## src/i2cm_pkg.sv

```systemverilog
`timescale 1ns / 1ps
// ----------------------------------------------------------------------------
// I2C master byte engine package
// Phase codes, request codes and the engine state record.
// ----------------------------------------------------------------------------
package i2cm_pkg;

	localparam logic [15:0] PHASE_TICKS_RST = 16'd10;

	localparam logic [2:0] REQ_NONE  = 3'd0;
	localparam logic [2:0] REQ_START = 3'd1;
	localparam logic [2:0] REQ_STOP  = 3'd2;
	localparam logic [2:0] REQ_WRITE = 3'd3;
	localparam logic [2:0] REQ_READ  = 3'd4;

	typedef enum logic [4:0] {
		PH_IDLE    = 5'd0,
		ST_SCL_REL = 5'd1,
		ST_SDA_LOW = 5'd2,
		SP_SDA_LOW = 5'd3,
		SP_SCL_REL = 5'd4,
		SP_SDA_REL = 5'd5,
		WR_SCL_LOW = 5'd6,
		WR_SDA_SET = 5'd7,
		WR_SCL_REL = 5'd8,
		WR_WAIT    = 5'd9,
		WA_SCL_LOW = 5'd10,
		WA_SDA_REL = 5'd11,
		WA_SCL_REL = 5'd12,
		WA_WAIT    = 5'd13,
		WA_SCL_END = 5'd14,
		RD_SCL_LOW = 5'd15,
		RD_SCL_REL = 5'd16,
		RD_WAIT    = 5'd17,
		RA_SCL_LOW = 5'd18,
		RA_SDA_SET = 5'd19,
		RA_SCL_REL = 5'd20,
		RA_WAIT    = 5'd21,
		RA_SCL_END = 5'd22
	} phase_t;

	typedef struct packed {
		phase_t      phase;
		logic [2:0]  bit_count;
		logic [15:0] delay_count;
		logic [7:0]  shift_byte;
		logic        ack_to_send;
		logic        scl_drive;
		logic        sda_drive;
		logic [7:0]  last_read;
		logic        last_ack;
	} eng_state_t;

	function automatic logic is_wait(input phase_t p);
		return (p == WR_WAIT) || (p == WA_WAIT) || (p == RD_WAIT) || (p == RA_WAIT);
	endfunction

endpackage

```

## src/i2c_master_byte_engine_unit.sv

```systemverilog
`timescale 1ns / 1ps
// ----------------------------------------------------------------------------
// I2C master byte engine
// Open-drain I2C master driven one tick per stream transaction.
// ----------------------------------------------------------------------------
// Each input transaction is one bus tick: s_tuser carries the request (none,
// start, stop, write byte, read byte), s_tdata the write byte, the ACK choice
// for a read and the sampled SDA and SCL levels. Every accepted tick yields
// exactly one output transaction with the SCL/SDA pull-low drives and status,
// valid on m_tdata the cycle after the input is taken.
// Throughput is one tick per cycle: the step logic sits between the engine
// state register and the output register, and s_tready stays high while the
// output register is empty or being drained.
// If the receiver stalls, the output register holds its transaction and
// s_tready drops, so the engine does not advance until the result is taken.
// phase_ticks is written on the cfg channel (always ready); the user must write
// it only while idle (not enforced). Timed steps last that many ticks, zero as one.
// Reset releases both lines, returns the engine to idle, clears read data
// and ACK status, loads phase_ticks with 10 and empties the output register.
// ----------------------------------------------------------------------------
module i2c_master_byte_engine_unit (
	input  logic        clk,
	input  logic        arst_n,
	input  logic        s_tvalid,
	output logic        s_tready,
	// [7:0] write_data, [8] send_ack, [9] sda_in, [10] scl_in, [15:11] zero
	input  logic [15:0] s_tdata,
	// [2:0] req_type
	input  logic [2:0]  s_tuser,
	output logic        m_tvalid,
	input  logic        m_tready,
	// [0] scl_low, [1] sda_low, [2] busy_res, [3] done_res, [11:4] read_data,
	// [12] ack_received, [13] cmd_ignored, [15:14] zero
	output logic [15:0] m_tdata,
	input  logic        cfg_valid,
	output logic        cfg_ready,
	input  logic [15:0] cfg_data
);

	i2cm_pkg::eng_state_t st_q;
	i2cm_pkg::eng_state_t st_nxt;
	logic [15:0]          phase_ticks_q;
	logic                 done;
	logic                 ignored;
	logic                 in_acc;
	logic [15:0]          res_s1;

	assign cfg_ready = 1'b1;
	assign s_tready  = !m_tvalid || m_tready;
	assign in_acc    = s_tvalid && s_tready;

	always_ff @(posedge clk or negedge arst_n) begin
		if (!arst_n) begin
			phase_ticks_q <= i2cm_pkg::PHASE_TICKS_RST;
		end else if (cfg_valid) begin
			phase_ticks_q <= cfg_data;
		end
	end

	i2cm_step u_step (
		.st_cur      (st_q),
		.phase_ticks (phase_ticks_q),
		.req_type    (s_tuser),
		.write_data  (s_tdata[7:0]),
		.send_ack    (s_tdata[8]),
		.sda_in      (s_tdata[9]),
		.scl_in      (s_tdata[10]),
		.st_nxt      (st_nxt),
		.done        (done),
		.ignored     (ignored)
	);

	always_ff @(posedge clk or negedge arst_n) begin
		if (!arst_n) begin
			st_q <= '{phase: i2cm_pkg::PH_IDLE, default: '0};
		end else if (in_acc) begin
			st_q <= st_nxt;
		end
	end

	always_ff @(posedge clk or negedge arst_n) begin
		if (!arst_n) begin
			m_tvalid <= 1'b0;
		end else if (s_tready) begin
			m_tvalid <= s_tvalid;
		end
	end

	always_ff @(posedge clk) begin
		if (in_acc) begin
			res_s1 <= {2'b00, ignored, st_nxt.last_ack, st_nxt.last_read, done,
				(st_nxt.phase != i2cm_pkg::PH_IDLE), st_nxt.sda_drive, st_nxt.scl_drive};
		end
	end

	assign m_tdata = res_s1;

	// a finishing tick leaves the engine idle
	a_done_idle: assert property (@(posedge clk) disable iff (!arst_n)
		m_tvalid && m_tdata[3] |-> !m_tdata[2])
		else $error("done reported while still busy");

	// no command is flagged as dropped when the engine was idle
	a_ign_busy: assert property (@(posedge clk) disable iff (!arst_n)
		in_acc && (st_q.phase == i2cm_pkg::PH_IDLE) |=> !m_tdata[13])
		else $error("command dropped while idle");

	// a stretched clock holds the wait step
	a_wait_hold: assert property (@(posedge clk) disable iff (!arst_n)
		in_acc && i2cm_pkg::is_wait(st_q.phase) && !s_tdata[10] |=> $stable(st_q))
		else $error("wait step left while SCL low");

	// an idle tick with no request leaves the line drives alone
	a_idle_drv: assert property (@(posedge clk) disable iff (!arst_n)
		in_acc && (st_q.phase == i2cm_pkg::PH_IDLE) && (s_tuser == i2cm_pkg::REQ_NONE)
		|=> $stable(st_q.scl_drive) && $stable(st_q.sda_drive))
		else $error("drives changed on an idle tick");

endmodule

```

## src/i2cm_step.sv

```systemverilog
`timescale 1ns / 1ps
// ----------------------------------------------------------------------------
// I2C master step logic
// Next engine state and status flags for one tick, from the current state,
// the tick's request and the sampled line levels.
// ----------------------------------------------------------------------------
module i2cm_step (
	input  i2cm_pkg::eng_state_t st_cur,
	input  logic [15:0]          phase_ticks,
	input  logic [2:0]           req_type,
	input  logic [7:0]           write_data,
	input  logic                 send_ack,
	input  logic                 sda_in,
	input  logic                 scl_in,
	output i2cm_pkg::eng_state_t st_nxt,
	output logic                 done,
	output logic                 ignored
);

	logic [15:0] ticks_eff;
	logic        fin;

	assign ticks_eff = (phase_ticks == 16'd0) ? 16'd1 : phase_ticks;

	function automatic i2cm_pkg::eng_state_t enter_ph(
		input i2cm_pkg::eng_state_t s,
		input i2cm_pkg::phase_t     p,
		input logic [15:0]          tk
	);
		i2cm_pkg::eng_state_t r;
		r = s;
		r.phase = p;
		unique case (p)
			i2cm_pkg::ST_SCL_REL, i2cm_pkg::SP_SCL_REL, i2cm_pkg::WR_SCL_REL,
			i2cm_pkg::WA_SCL_REL, i2cm_pkg::RD_SCL_REL, i2cm_pkg::RA_SCL_REL: begin
				r.scl_drive = 1'b0;
			end
			i2cm_pkg::ST_SDA_LOW, i2cm_pkg::SP_SDA_LOW: begin
				r.sda_drive = 1'b1;
			end
			i2cm_pkg::SP_SDA_REL, i2cm_pkg::WA_SDA_REL: begin
				r.sda_drive = 1'b0;
			end
			i2cm_pkg::WR_SCL_LOW, i2cm_pkg::WA_SCL_LOW, i2cm_pkg::WA_SCL_END,
			i2cm_pkg::RA_SCL_LOW, i2cm_pkg::RA_SCL_END: begin
				r.scl_drive = 1'b1;
			end
			i2cm_pkg::RD_SCL_LOW: begin
				r.scl_drive = 1'b1;
				r.sda_drive = 1'b0;
			end
			i2cm_pkg::WR_SDA_SET: begin
				r.sda_drive = ~s.shift_byte[7];
			end
			i2cm_pkg::RA_SDA_SET: begin
				r.sda_drive = s.ack_to_send;
			end
			default: begin
			end
		endcase
		if (!i2cm_pkg::is_wait(p)) begin
			r.delay_count = tk;
		end
		return r;
	endfunction

	function automatic i2cm_pkg::eng_state_t advance_ph(
		input i2cm_pkg::eng_state_t s,
		input logic                 sda,
		input logic [15:0]          tk
	);
		i2cm_pkg::eng_state_t r;
		r = s;
		unique case (s.phase)
			i2cm_pkg::ST_SDA_LOW, i2cm_pkg::SP_SDA_REL, i2cm_pkg::WA_SCL_END: begin
				r.phase = i2cm_pkg::PH_IDLE;
			end
			i2cm_pkg::RA_SCL_END: begin
				r.last_read = s.shift_byte;
				r.sda_drive = 1'b0;
				r.phase     = i2cm_pkg::PH_IDLE;
			end
			i2cm_pkg::WR_WAIT: begin
				r.shift_byte = {s.shift_byte[6:0], 1'b0};
				r.bit_count  = s.bit_count + 3'd1;
				r = enter_ph(r, (r.bit_count == 3'd0) ? i2cm_pkg::WA_SCL_LOW :
					i2cm_pkg::WR_SCL_LOW, tk);
			end
			i2cm_pkg::WA_WAIT: begin
				r.last_ack = ~sda;
				r = enter_ph(r, i2cm_pkg::WA_SCL_END, tk);
			end
			i2cm_pkg::RD_WAIT: begin
				r.shift_byte = {s.shift_byte[6:0], sda};
				r.bit_count  = s.bit_count + 3'd1;
				r = enter_ph(r, (r.bit_count == 3'd0) ? i2cm_pkg::RA_SCL_LOW :
					i2cm_pkg::RD_SCL_LOW, tk);
			end
			default: begin
				if (s.phase >= i2cm_pkg::ST_SCL_REL && s.phase < i2cm_pkg::RA_SCL_END) begin
					r = enter_ph(r, i2cm_pkg::phase_t'(s.phase + 5'd1), tk);
				end else begin
					r.phase = i2cm_pkg::PH_IDLE;
				end
			end
		endcase
		return r;
	endfunction

	// steps that end a command on leaving
	assign fin = (st_cur.phase == i2cm_pkg::ST_SDA_LOW) || (st_cur.phase == i2cm_pkg::SP_SDA_REL)
		|| (st_cur.phase == i2cm_pkg::WA_SCL_END) || (st_cur.phase == i2cm_pkg::RA_SCL_END);

	always_comb begin
		st_nxt  = st_cur;
		done    = 1'b0;
		ignored = 1'b0;
		if (st_cur.phase == i2cm_pkg::PH_IDLE) begin
			unique case (req_type)
				i2cm_pkg::REQ_START: begin
					st_nxt = enter_ph(st_cur, i2cm_pkg::ST_SCL_REL, ticks_eff);
				end
				i2cm_pkg::REQ_STOP: begin
					st_nxt = enter_ph(st_cur, i2cm_pkg::SP_SDA_LOW, ticks_eff);
				end
				i2cm_pkg::REQ_WRITE: begin
					st_nxt            = st_cur;
					st_nxt.shift_byte = write_data;
					st_nxt.bit_count  = 3'd0;
					st_nxt = enter_ph(st_nxt, i2cm_pkg::WR_SCL_LOW, ticks_eff);
				end
				i2cm_pkg::REQ_READ: begin
					st_nxt             = st_cur;
					st_nxt.shift_byte  = 8'd0;
					st_nxt.bit_count   = 3'd0;
					st_nxt.ack_to_send = send_ack;
					st_nxt = enter_ph(st_nxt, i2cm_pkg::RD_SCL_LOW, ticks_eff);
				end
				default: begin
				end
			endcase
		end else begin
			ignored = (req_type == i2cm_pkg::REQ_START) || (req_type == i2cm_pkg::REQ_STOP)
				|| (req_type == i2cm_pkg::REQ_WRITE) || (req_type == i2cm_pkg::REQ_READ);
			if (st_cur.phase > i2cm_pkg::RA_SCL_END) begin
				st_nxt.phase = i2cm_pkg::PH_IDLE;
			end else if (i2cm_pkg::is_wait(st_cur.phase)) begin
				// hold until the slave lets the clock go high
				if (scl_in) begin
					st_nxt = advance_ph(st_cur, sda_in, ticks_eff);
					done   = fin;
				end
			end else if (st_cur.delay_count <= 16'd1) begin
				st_nxt             = st_cur;
				st_nxt.delay_count = 16'd0;
				st_nxt = advance_ph(st_nxt, sda_in, ticks_eff);
				done   = fin;
			end else begin
				st_nxt.delay_count = st_cur.delay_count - 16'd1;
			end
		end
	end

endmodule
```

## config.mk

```make
export PLATFORM = sky130hd
export DESIGN_NAME = i2c_master_byte_engine_unit
export DESIGN_NICKNAME = d
export VERILOG_FILES = /design/src/i2cm_pkg.sv /design/src/i2c_master_byte_engine_unit.sv /design/src/i2cm_step.sv
export SDC_FILE = /design/constraint.sdc
export NUM_CORES = 1
export LEC_CHECK = 0
export CAP_MARGIN = 40
export CORE_MARGIN = 10
export CORE_UTILIZATION = 39
export DETAILED_ROUTE_END_ITERATION = 10
export DONT_BUFFER_PORTS = 1
export SYNTH_ARGS = -nofsm -noshare
export SYNTH_HDL_FRONTEND = slang
export SYNTH_SLANG_ARGS = --single-unit
```

## constraint.sdc

```tcl
create_clock -name clk -period 8.24 [get_ports clk]
set_input_delay 0.824 -clock clk [delete_from_list [all_inputs] [get_ports clk]]
set_output_delay 0.824 -clock clk [all_outputs]
set_load 0.05 [all_outputs]
```

## Word-level counts from Yosys, hierarchy flattened

Cells that the tools add are included.

| cells by class | value |
|---|---|
| add/subtract/negate cells | 3 |
| magnitude comparators | 4 |
| eq/ne operators | 91 |
| muxes and demuxes | 37 |
| bitwise gates (word level) | 6 |
| reductions and logical operators | 47 |

Operator list:

| operator | count |
|---|---|
| $pmux 29 s4 | 2 |
| $pmux 44 s4 | 1 |
| $mux 44 | 3 |
| $mux 16 | 8 |
| $eq 5x4->1 const B | 25 |
| $eq 5x5->1 const B | 22 |
| $mux 36 | 2 |
| $pmux 9 s4 | 2 |
| $eq 5x3->1 const B | 13 |
| $reduce_or 6->1 | 7 |
| $mux 39 | 1 |
| $eq 5x2->1 const B | 7 |
| $mux 20 | 1 |
| $pmux 5 s4 | 1 |
| $logic_or 1x1->1 | 19 |
| $le 16x1->1 const B | 1 |
| $logic_not 16->1 | 1 |
| $sub 16x1->16 const B | 1 |
| $eq 5x1->1 const B | 3 |
| $mux 5 | 3 |
| $ne 6x2->1 const B | 2 |
| $pmux 1 s4 | 3 |
| $eq 4x5->1 const B | 2 |
| $pmux 1 s2 | 5 |
| other kinds (31) | 53 |

| storage, ports and cells | value |
|---|---|
| register bits | 75 |
| input port bits | 40 |

## Longest topological paths before layout

Gate-level depths: netlist of the first run.

| logic depth | value |
|---|---|
| word-level depth | 14 |
| gate-level depth with buffers | 11 |
| mapped depth without buffers | 8 |

## Cells and area by module

Synthesis of the first run repeated with hierarchy kept, for this count alone.

| unflattened totals | value |
|---|---|
| cells, all modules | 490 |
| area total of the unflattened synthesis | 5190.0 um2 |

Modules (own cells, without submodules):

| module | instances | cells an instance | area each (um2) | sequential area each (um2) |
|---|---|---|---|---|
| i2c_master_byte_engine_unit | 1 | 153 | 2904.0 | 1949.4 |
| i2cm_step | 1 | 337 | 2285.9 | 0.0 |

## Worst setup path before layout of the first run

OpenSTA, ideal clock, no wires.

| timing | value |
|---|---|
| path kind | in2reg |
| from | input port m_tready |
| to | register st_q[13] (netlist bit) |
| arrival | 2729 ps |
| required time | 8157 ps |
| setup slack | 5429 ps |
| stages | 7 |
| path buffers | 1 |
| cells stage by stage | nand2b_1 nand2_1 clkinv_1 o211ai_1 clkbuf_1 nand2_1 o21ai_0 |

| on the way | value |
|---|---|
| longest elaborated chain between the ends | 3 |

RTL lines:

| what | line | RTL |
|---|---|---|
| start: declaration | i2c_master_byte_engine_unit.sv:31 | `input logic m_tready,` |
| $logic_or 1x1->1 | i2c_master_byte_engine_unit.sv:49 | `assign s_tready = !m_tvalid \|\| m_tready;` |
| $logic_and 1x1->1 | i2c_master_byte_engine_unit.sv:50 | `assign in_acc = s_tvalid && s_tready;` |
| named net in_acc | i2c_master_byte_engine_unit.sv:45 | `logic in_acc;` |
| $reduce_and 10->1 (no source line) | n/a |  |
| end signal: assignment | i2c_master_byte_engine_unit.sv:77 | `st_q <= st_nxt;` |
| end: declaration | i2c_master_byte_engine_unit.sv:40 | `i2cm_pkg::eng_state_t st_q;` |

The timed path passes the listed nets, and every way through them passes these cells.
A chain may end at the register's enable or synchronous reset.

==> results.md, run 1 <==
- Status: complete, no violations
- TritonCTS sink count: 75
- DP Cell Count: 669
- Non-filler instance count after layout: 685
- Critical path startpoint category: flop
- Post-synthesis register bit count: 75
- Period Utilization, post-route: 0.424
- Gate Count Post-Synth: 529
- Post-Route WL: 12.7 mm
- CP endpoint kind: flop
- Worst slack at placement: 4.63 ns
- Final setup vio count: 0
- FP Rows: 40
- Setup TNS: 0 ns
- Wire length of the first global-routing pass: 21.1 mm
- Diode count: 0
- Synthesis warning total: 0
- Cell types with the largest area share after synthesis: dfrtp_1, edfxtp_1, mux2_2
- Synth-to-layout area growth: 8.73%
- Number of ports placed on the die boundary: 59
- Total routing resource utilization after global routing: 0.147
- Iteration-0 DRC count of the detailed router: 275
- Vias in the first global route: 3,971
- Horizontal die dimension: 132 µm
- Worst setup path class: reg -> reg
- Slew at the pin closest to its max-slew limit: 0.885 ns
- Clock slew at the register clock pins of the worst setup and hold paths: 0.06 ns
- Most instantiated flip-flop cell in the synthesis netlist: dfrtp_1
- Class of the most critical hold timing path: in -> async
- Most used standard cell by instance count after synthesis: nand2_1
- Congestion Overflow GR: 0
- Max-slew violation count: 0
- Max cap viols: 0
- Drt first pass iters: 5
- Setup repair after global routing missed its margin: false
- Post-synthesis cell type count: 73
- Static Leak: 0.00211 µW
- Die outline height: 132 µm
- Core Area: 12,100 µm²
- Top-area cell type share of the netlist area: 0.304
- Post-Syn Area per Cell: 9.18 µm²
- Worst-case register-to-register setup slack: 4.74 ns
- Final hold violation count: 0
- Number of antenna violations at the first check in global routing: 0
- Share of flip-flops with an asynchronous set or reset after synthesis: 0.813
- Final weighted congestion of routability-driven global placement: 0.912
- CP required: 8.33 ns
- Number of synthesized flops with an enable pin: 14
- Seq/Total Area, Yosys: 0.401
- Final setup margin: 4.74 ns
- Die Footprint: 17,300 µm²
- Port buffer count: 0
- Drt drc: 0
- CTS Hold Buffers Added: 0
- Starting utilization of the core area: 0.401
- Total via count after detailed routing: 4,021
- Post-detail-place hpwl: 9.02 mm
- Post-layout nets: 561
- Largest buffer count on any clock path: 2
- Clock network latency to the later pin of the worst-skew pair: 0.34 ns
- Min cycle time layout: 3.50 ns
- Critical Path, Cell by Cell: inv_1, ha_1, and3b_1, o21a_1, nor2_1, nand2_4, nor2_2, mux2_2
- Htree depth: 3
- Worst clock skew on the final layout: 0.00890 ns
- Number of CTS-inserted buffers: 9
- Worst max-slew margin expressed relative to the limit: 0.401
- Most common library cells after synthesis: nand2_1, dfrtp_1, nor2_1, o21ai_0, mux2_2
- Cell at the root of the clock tree: clkbuf_16
- Largest fanout of any net on the critical path: 13
- TritonCTS clock tree: done
- Post-synth design cell area: 4860 µm²
- Power per cell area: 351 nW/µm²
- Yosys top cell by area: dfrtp_1
- Critical-path cell with the highest stage delay: nor2_1
- Pin count of the biggest net entering global routing: 62
- Fraction of final layout cells with drive strength greater than 1: 0.135
- Total of cells resized after clock tree synthesis: 0
- Via count normalized by instance count: 5.87
- Highest clock frequency the design can meet: 286 MHz
- Worst vdd ir: 0.000179 V
- Post-route antenna net violation count: 0
- Number of post-CTS setup repair buffers: 0
- Arrival time at the worst endpoint: 3.59 ns
- DR WL/cell: 18.6 µm
- Largest stage delay, worst path: 0.59 ns
- Fillers: 1,204
## metrics by stage
step | hold WS (ns) | util | total power (µW) | cell area, µm²
final | 0.169 | 0.436 | 1860 | 5280
after global routing | 0.153 | 0.436 | 2000 | 5280
after CTS | 0.162 | 0.436 | 1850 | 5280
after detailed placement | 0.483 | 0.412 | 1450 | 4990
after global placement | 0.472 | 0.408 | 1420 | 4940
after floorplan | 0.454 | - | 1240 | 4860
## state kept, by name, indices dropped and copies added (netlist names)
register and flops:
m_tvalid 1, phase_ticks_q 16, m_tdata 14, st_q 44
## cell families after synthesis
logic type | Yosys count | synth area share
and+or+nand+nor | 195 | 0.205
AOI/OAI and AO/OA | 151 | 0.217
DFF | 75 | 0.401
buffers and inverters | 46 | 0.0404
muxes | 40 | 0.0912
xor gates and xnor gates | 11 | 0.0198
adders and majority gates | 9 | 0.0232
other | 2 | 0.00155
## metal layers
layer | track usage | share of wire
met5 | 0 | 0
met4 | 0.0445 | 0.014
met3 | 0.0511 | 0.070
met2 | 0.235 | 0.48
met1 | 0.181 | 0.43
## cell usage in the layout, fill, tap and decap left out, types with 7 or more instances in the layout
| cell type | n |
|---|---|
| a21oi_1 | 14 |
| nor3_1 | 16 |
| dfrtp_1 | 59 |
| o211ai_1 | 11 |
| nand3_1 | 22 |
| a21o_1 | 8 |
| mux2_2 | 34 |
| o21ai_0 | 38 |
| a211o_1 | 10 |
| nor2_1 | 38 |
| inv_1 | 11 |
| a31oi_1 | 17 |
| nand2_1 | 67 |
| clkbuf_16 | 9 |
| or3_1 | 7 |
| ha_1 | 9 |
| edfxtp_1 | 14 |
| a22oi_1 | 9 |
## final timing paths
| kind | from | endpoint | depth (start not counted) |
|---|---|---|---|
| min | arst_n | m_tvalid | 0 |
| max in group asynchronous | arst_n | phase_ticks_q[1] | 0 |
| max reg2reg | st_q[39] | m_tdata[6] | 8 |
| min reg2reg | st_q[37] | st_q[37] | 2 |
| min in group clk | st_q[37] | st_q[37] | 2 |
| max | st_q[39] | m_tdata[6] | 8 |
## where the power goes
part           internal (µW)  switching (µW)  leakage [µW]
clock network            243             156      0.000143
logic                    330             515       0.00108
registers                459             154      0.000884
total                   1030             825       0.00211
## layout make-up
class | instances | area (µm²) | area share
tap | 168 | 210 | 0.0398
sequential | 75 | 1950 | 0.369
clock inverter | 4 | 48.8 | 0.00924
clock buffer | 12 | 246 | 0.0467
multi-input combinational | 409 | 2730 | 0.516
inverter | 12 | 45.0 | 0.00853
timing repair buffer | 5 | 57.6 | 0.0109
## worst max-delay path, delay by kind of cell (launching register included)
kind,cells,cell delay (ns)
AOI/OAI and AO/OA,1,0.22
DFF,1,0.54
adders and majority gates,1,0.46
and+or+nand+nor,4,1.42
buffers and inverters,1,0.21
muxes,1,0.39
No activity file was read; power rests on OpenSTA's default activity.
==> run 2, diff against run 1 <==
==> constraint.sdc (replaced) <==
create_clock -name clk -period 3.6 [get_ports clk]
set_input_delay 0.36 -clock clk [delete_from_list [all_inputs] [get_ports clk]]
set_output_delay 0.36 -clock clk [all_outputs]
set_load 0.05 [all_outputs]
==> run 2 against run 1 <==
Compared with the run above:
- combinational power is 140% higher
- cell area is 2.4% higher
- critical endpoint unchanged
- largest cell class unchanged
- cell count is 2.2% higher
- sequential power is 120% higher
==> results.md, run 2 (synthesized netlist as in run 1, its figures left out) <==
- Static Leak: 0.00219 µW (+3.6%)
- Launch point of the worst reg-to-reg path: st_q[39]
- Worst Hold Depth: 1
- Arrival time at the worst endpoint: 3.34 ns (-0.25 ns)
- Net Sw Power: 1940 µW (+130%)
- Largest reg by FF count: st_q
- Max cap viols: 0 (unchanged)
- Highest metal layer with signal wires: met4
- Starting utilization of the core area: 0.401 (unchanged)
- Worst clock skew on the final layout: 0.00716 ns (-0.00174 ns)
- Setup TNS: 0 ns (unchanged)
- Setup repair after global routing missed its margin: false
- Fillers: 1,210 (+0.50%)
- Final setup vio count: 0 (unchanged)
- Routed wl met2: 6.27 mm (+2.5%)
- Critical register-to-register path endpoint: m_tdata[6]
- Wire length of the first global-routing pass: 22.1 mm (+5.2%)
- Via count normalized by instance count: 5.84 (-0.56%)
- Worst max-slew margin expressed relative to the limit: 0.418 (+0.0167)
- Clock network latency to the later pin of the worst-skew pair: 0.35 ns (about the same)
- Class of the most critical hold timing path: in -> reg
- Path depth of the worst reg2reg path: 8 (unchanged)
- Critical path startpoint category: flop
- Power Internal: 2400 µW (+130%)
- Sequential share of power: 0.313 (-0.017)
- Status: complete, no violations
- Synth-to-layout area growth: 11.4%
- Port buffer count: 0 (unchanged)
- Pin count of the biggest net entering global routing: 62 (unchanged)
- Congestion Overflow GR: 0 (unchanged)
- Commonest cells after routing, fill and taps aside: nand2_1, dfrtp_1, nor2_1, o21ai_0, mux2_2
- Fraction of final layout cells with drive strength greater than 1: 0.160 (+0.0244)
- Terminating pin of the worst hold path: st_q[0]
- Number of CTS-inserted buffers: 9 (unchanged)
- Total routing resource utilization after global routing: 0.155 (+0.00805)
- Proportion of power drawn by combinational gates: 0.473 (+0.018)
- Largest buffer count on any clock path: 2 (unchanged)
- Post-route antenna net violation count: 0 (unchanged)
- Vias in the first global route: 4,097 (+3.2%)
- CP required: 3.69 ns (-4.64 ns)
- Worst vdd ir: 0.000388 V (+120%)
- Routed met1 length: 5.77 mm (+4.4%)
- Horizontal die dimension: 132 µm (unchanged)
- Iteration-0 DRC count of the detailed router: 376 (+37%)
- Die outline height: 132 µm (unchanged)
- Clock power share: 0.214 (about the same)
- Hold_sp: s_tdata[9]
- Cell at the root of the clock tree: clkbuf_16
- Worst-case register-to-register setup slack: 0.36 ns (-4.39 ns)
- TritonCTS clock tree: done
- Clock slew at the register clock pins of the worst setup and hold paths: 0.06 ns (about the same)
- Max-slew violation count: 0 (unchanged)
- Number of ports placed on the die boundary: 59 (unchanged)
- Die Footprint: 17,300 µm² (unchanged)
- Final hold violation count: 0 (unchanged)
- Most common library cell in the layout ignoring fill and taps: nand2_1
- Number of antenna violations at the first check in global routing: 0 (unchanged)
- CP endpoint kind: flop
- FP Rows: 40 (unchanged)
- Total of cells resized after clock tree synthesis: 0 (unchanged)
- Drt first pass iters: 5 (unchanged)
- Htree depth: 3 (unchanged)
- Worst setup path class: reg -> reg
- Core Area: 12,100 µm² (unchanged)
- Power per cell area: 801 nW/µm² (+130%)
- Diode count: 0 (unchanged)
- TritonCTS sink count: 75 (unchanged)
- DR WL/cell: 18.7 µm (+0.77%)
- Period Utilization, post-route: 0.901 (+0.477)
- Highest clock frequency the design can meet: 308 MHz (+7.8%)
- Post-Route WL: 13.1 mm (+3.0%)
- Switching power share of the total: 0.447 (+0.00254)
- Min cycle time layout: 3.24 ns (-0.254 ns)
- Metal3 WL: 746 µm (-16%)
- Number of flip-flops in the largest register: 44 (unchanged)
- Post-layout nets: 576 (+2.7%)
- Largest fanout of any net on the critical path: 12 (-1)
- Final weighted congestion of routability-driven global placement: 0.915 (+0.30%)
- Drt drc: 0 (unchanged)
- Overall Power: 4330 µW (+130%)
- Slew at the pin closest to its max-slew limit: 0.867 ns (-0.0184 ns)
- Post-detail-place hpwl: 9.34 mm (+3.5%)
- Total via count after detailed routing: 4,086 (+1.6%)
==> run 2: worst max-delay path by stage <==
stage	slack [ns]	to	cells after the start	startpoint
after CTS	0.43	m_tdata[6]	8	st_q[39]
after global placement	0.50	m_tdata[6]	8	st_q[39]
after global routing	0.21	m_tdata[6]	8	st_q[39]
after floorplan	0.90	st_q[30]	10	st_q[39]
final	0.36	m_tdata[6]	8	st_q[39]
after detailed placement	0.44	m_tdata[6]	8	st_q[39]
==> run 2: final cells by class <==
class / instances / area, µm² / share of cell area
tap: 168 / 210 / 0.0389
clock buffer: 12 / 279 / 0.0516
inverter: 12 / 45.0 / 0.00833
timing repair buffer: 20 / 173 / 0.0319
clock inverter: 4 / 28.8 / 0.00532
sequential: 75 / 1950 / 0.360
multi-input combinational: 409 / 2730 / 0.504
==> run 2: routing by layer <==
| metal | vias up | global-route usage |
|---|---|---|
| met5 | - | 0 |
| met4 | 0 | 0.0544 |
| met3 | 20 | 0.0518 |
| met2 | 123 | 0.245 |
| met1 | 1979 | 0.192 |
| li1 | 1964 | - |
==> run 2: through the flow <==
| stage | hold WS (ns) | worst slack [ns] | instances | area, µm² | utilization |
|---|---|---|---|---|---|
| 6_report | 0.104 | 0.356 | 700 | 5410 | 0.447 |
| 5_1_grt | 0.0845 | 0.210 | 700 | 5410 | 0.447 |
| 2_1_floorplan | 0.0644 | 0.903 | 530 | 4860 | - |
| 3_3_place_gp | 0.0689 | 0.501 | 681 | 5060 | 0.418 |
| 4_1_cts | 0.0911 | 0.433 | 700 | 5410 | 0.447 |
| 3_5_place_dp | 0.0682 | 0.443 | 682 | 5060 | 0.418 |
==> run 2: worst max-delay path: stages, from the launching register on <==
cell and delay, ns:
dfrtp_1 0.59, inv_1 0.18, ha_1 0.32, nor4b_1 0.17, buf_4 0.18, nor2_1 0.54, nand2_4 0.15, nor2_2 0.45
mux2_2 0.39
==> run 2: power by group through the flow <==
stage	logic (µW)	clock network, µW	registers (µW)
6_report	2050	926	1360
5_1_grt	2290	989	1390
4_1_cts	2040	948	1350
3_5_place_dp	2010	0	1370
3_3_place_gp	1970	0	1360
2_1_floorplan	1590	0	1250
==> run 2: timing repair <==
| action | in CTS | in global routing |
|---|---|---|
| hold buffers | 2 | 0 |
| setup buffers | 0 | 0 |
| endpoints found under the hold margin | 61 | 0 |
==> run 3, diff against run 2 <==
--- a/config.mk
+++ b/config.mk
@@ -6,6 +6,7 @@
 export NUM_CORES = 1
 export LEC_CHECK = 0
 export CAP_MARGIN = 40
+export CORE_ASPECT_RATIO = 1.75
 export CORE_MARGIN = 10
 export CORE_UTILIZATION = 39
 export DETAILED_ROUTE_END_ITERATION = 10
==> run 3 against run 2 <==
Compared with the run above:
- sequential share of layout area barely moved
- clock power fell by 3.3%
- die area rose by 1.0%
- combinational power rose by 5%
- critical path type unchanged
- critical endpoint is now m_tdata[5]
- highest routed layer unchanged
==> results.md, run 3 (synthesized netlist as in run 1, its figures left out) <==
- Post-detail-place hpwl: 10.1 mm (+8.2%)
- Most common library cell in the layout ignoring fill and taps: nand2_1
- Min cycle time layout: 2.89 ns (-0.355 ns)
- Worst vdd ir: 0.000407 V (+4.9%)
- Max-slew violation count: 0 (unchanged)
- FP Rows: 53 (+33%)
- Class of the most critical hold timing path: in -> reg
- Post-layout nets: 579 (+0.52%)
- Fraction of final layout cells with drive strength greater than 1: 0.166 (+0.00658)
- Die Footprint: 17,500 µm² (+1.0%)
- Drt first pass iters: 5 (unchanged)
- Port buffer count: 0 (unchanged)
- Status: complete, no violations
- Path depth of the worst reg2reg path: 8 (unchanged)
- Cell at the root of the clock tree: clkbuf_16
- Clock slew at the register clock pins of the worst setup and hold paths: 0.07 ns (about the same)
- DR WL/cell: 19.2 µm (+2.4%)
- Setup repair after global routing missed its margin: false
- TritonCTS sink count: 75 (unchanged)
- Starting utilization of the core area: 0.400 (-0.000786)
- Kind of cell adding the most delay to the critical path: simple AND/OR/NAND/NOR gates
- Synth-to-layout area growth: 11.5%
- Die outline height: 168 µm (+27%)
- Core Area: 12,100 µm² (+0.20%)
- Setup TNS: 0 ns (unchanged)
- Cell area after layout: 5420 µm² (+0.12%)
- Non-filler instance count after layout: 700 (unchanged)
- Largest reg by FF count: st_q
- Period Utilization, post-route: 0.803 (-0.0985)
- Number of antenna violations at the first check in global routing: 0 (unchanged)
- Total via count after detailed routing: 4,122 (+0.88%)
- Post-Route WL: 13.4 mm (+2.4%)
- Congestion Overflow GR: 0 (unchanged)
- Post-route antenna net violation count: 0 (unchanged)
- Arrival time at the worst endpoint: 2.98 ns (-0.36 ns)
- Critical Path, Cell by Cell: inv_1, ha_1, nor4b_1, buf_4, nor2_1, nand2_4, nor2_2, mux2_2
- Pin count of the biggest net entering global routing: 62 (unchanged)
- Diode count: 0 (unchanged)
- Fillers: 1,197 (-1.1%)
- Final setup vio count: 0 (unchanged)
- Critical path startpoint category: flop
- Worst max-slew margin expressed relative to the limit: 0.483 (+0.0647)
- Total routing resource utilization after global routing: 0.153 (-0.00120)
- Worst slack at placement: 0.726 ns (+0.283 ns)
- Iteration-0 DRC count of the detailed router: 190 (-49%)
- Largest buffer count on any clock path: 2 (unchanged)
- Horizontal die dimension: 104 µm (-21%)
- Via count normalized by instance count: 5.89 (+0.88%)
- Worst clock skew on the final layout: 0.00753 ns (+0.000373 ns)
- Number of ports placed on the die boundary: 59 (unchanged)
- CP endpoint kind: flop
- Clock network latency to the later pin of the worst-skew pair: 0.34 ns (about the same)
- Vias in the first global route: 4,238 (+3.4%)
- Final weighted congestion of routability-driven global placement: 0.948 (+3.6%)
- Largest stage delay, worst path: 0.43 ns (-0.16 ns)
- Final hold violation count: 0 (unchanged)
- Worst setup path class: reg -> reg
- Critical-path cell with the highest stage delay: dfrtp_1
- Number of post-CTS setup repair buffers: 0 (unchanged)
- Final setup margin: 0.711 ns (+0.355 ns)
- Static Leak: 0.00220 µW (+0.51%)
- Wire length of the first global-routing pass: 21.8 mm (-1.7%)
- Number of CTS-inserted buffers: 9 (unchanged)
- Worst Hold Depth: 1 (unchanged)
- Number of flip-flops in the largest register: 44 (unchanged)
- Commonest cells after routing, fill and taps aside: nand2_1, dfrtp_1, nor2_1, o21ai_0, mux2_2
- Worst Path Buf+Inv: 2 (unchanged)
- Overall Power: 4380 µW (+1.1%)
- Area after detailed placement: 5080 µm² (+0.37%)
- Highest clock frequency the design can meet: 346 MHz (+12%)
- Drt drc: 0 (unchanged)
- Max cap viols: 0 (unchanged)
- Largest fanout of any net on the critical path: 8 (-4)
- Crit path depth: 8 (unchanged)
- DP Cell Count: 682 (unchanged)
- TritonCTS clock tree: done
- Slew at the pin closest to its max-slew limit: 0.771 ns (-0.0964 ns)
- CP required: 3.69 ns (about the same)
- Htree depth: 3 (unchanged)
- Power per cell area: 809 nW/µm² (+0.97%)
run 3: cell count changes in the layout (fill, tap and decap cells not counted), sizes merged:
cell and change:
inv +3, buf +3, clkinvlp -1, clkbuf -3, clkinv +1
run 3: final timing paths:
kind	slack, ns	startpoint	to
max	0.71	st_q[39]	m_tdata[5]
min	0.10	s_tdata[9]	st_q[0]
max reg2reg	0.71	st_q[39]	m_tdata[5]
min reg2reg	0.50	st_q[27]	st_q[27]
max in group asynchronous	2.74	arst_n	phase_ticks_q[3]
min in group asynchronous	0.55	arst_n	st_q[11]
run 3: area by class of cell:
type	count	area [µm²]	area share
clock inverter	7	70.1	0.0129
tap	165	206	0.0381
inverter	12	45.0	0.00832
timing repair buffer	23	195	0.0360
sequential	75	1950	0.360
clock buffer	9	225	0.0416
multi-input combinational	409	2730	0.503
run 3: stage by stage:
stage	utilization	hold WS, ns
finish	0.446	0.100
global route	0.446	0.0947
CTS	0.446	0.0929
detailed placement	0.419	0.0666
global placement	0.418	0.0681
floorplan	-	0.0644
run 3: worst register-to-register path: cells and delay by family, from the launching register on:
family        cells  cell delay (ns)
buf+inv           2             0.32
fa+ha+maj         1             0.31
mux               1             0.39
simple gates      4             1.19
flops             1             0.43
run 3: routing by layer:
layer,share of wire,up-vias,global-route usage
met5,0,-,0
met4,0.037,0,0.0809
met3,0.060,28,0.0446
met2,0.53,142,0.277
met1,0.38,1987,0.154
li1,-,1965,-
run 3: report_power, final:
group / internal (µW) / switching, µW / total [µW] / leakage (µW)
logic: 816 / 1330 / 2150 / 0.00117
clock network: 486 / 408 / 895 / 0.000142
registers: 1050 / 287 / 1340 / 0.000884
run 3: what timing repair did:
item,in CTS,in global routing
resized for setup,0,0
hold endpoints to repair,61,0
hold buffers,2,0
setup endpoints to repair,0,0
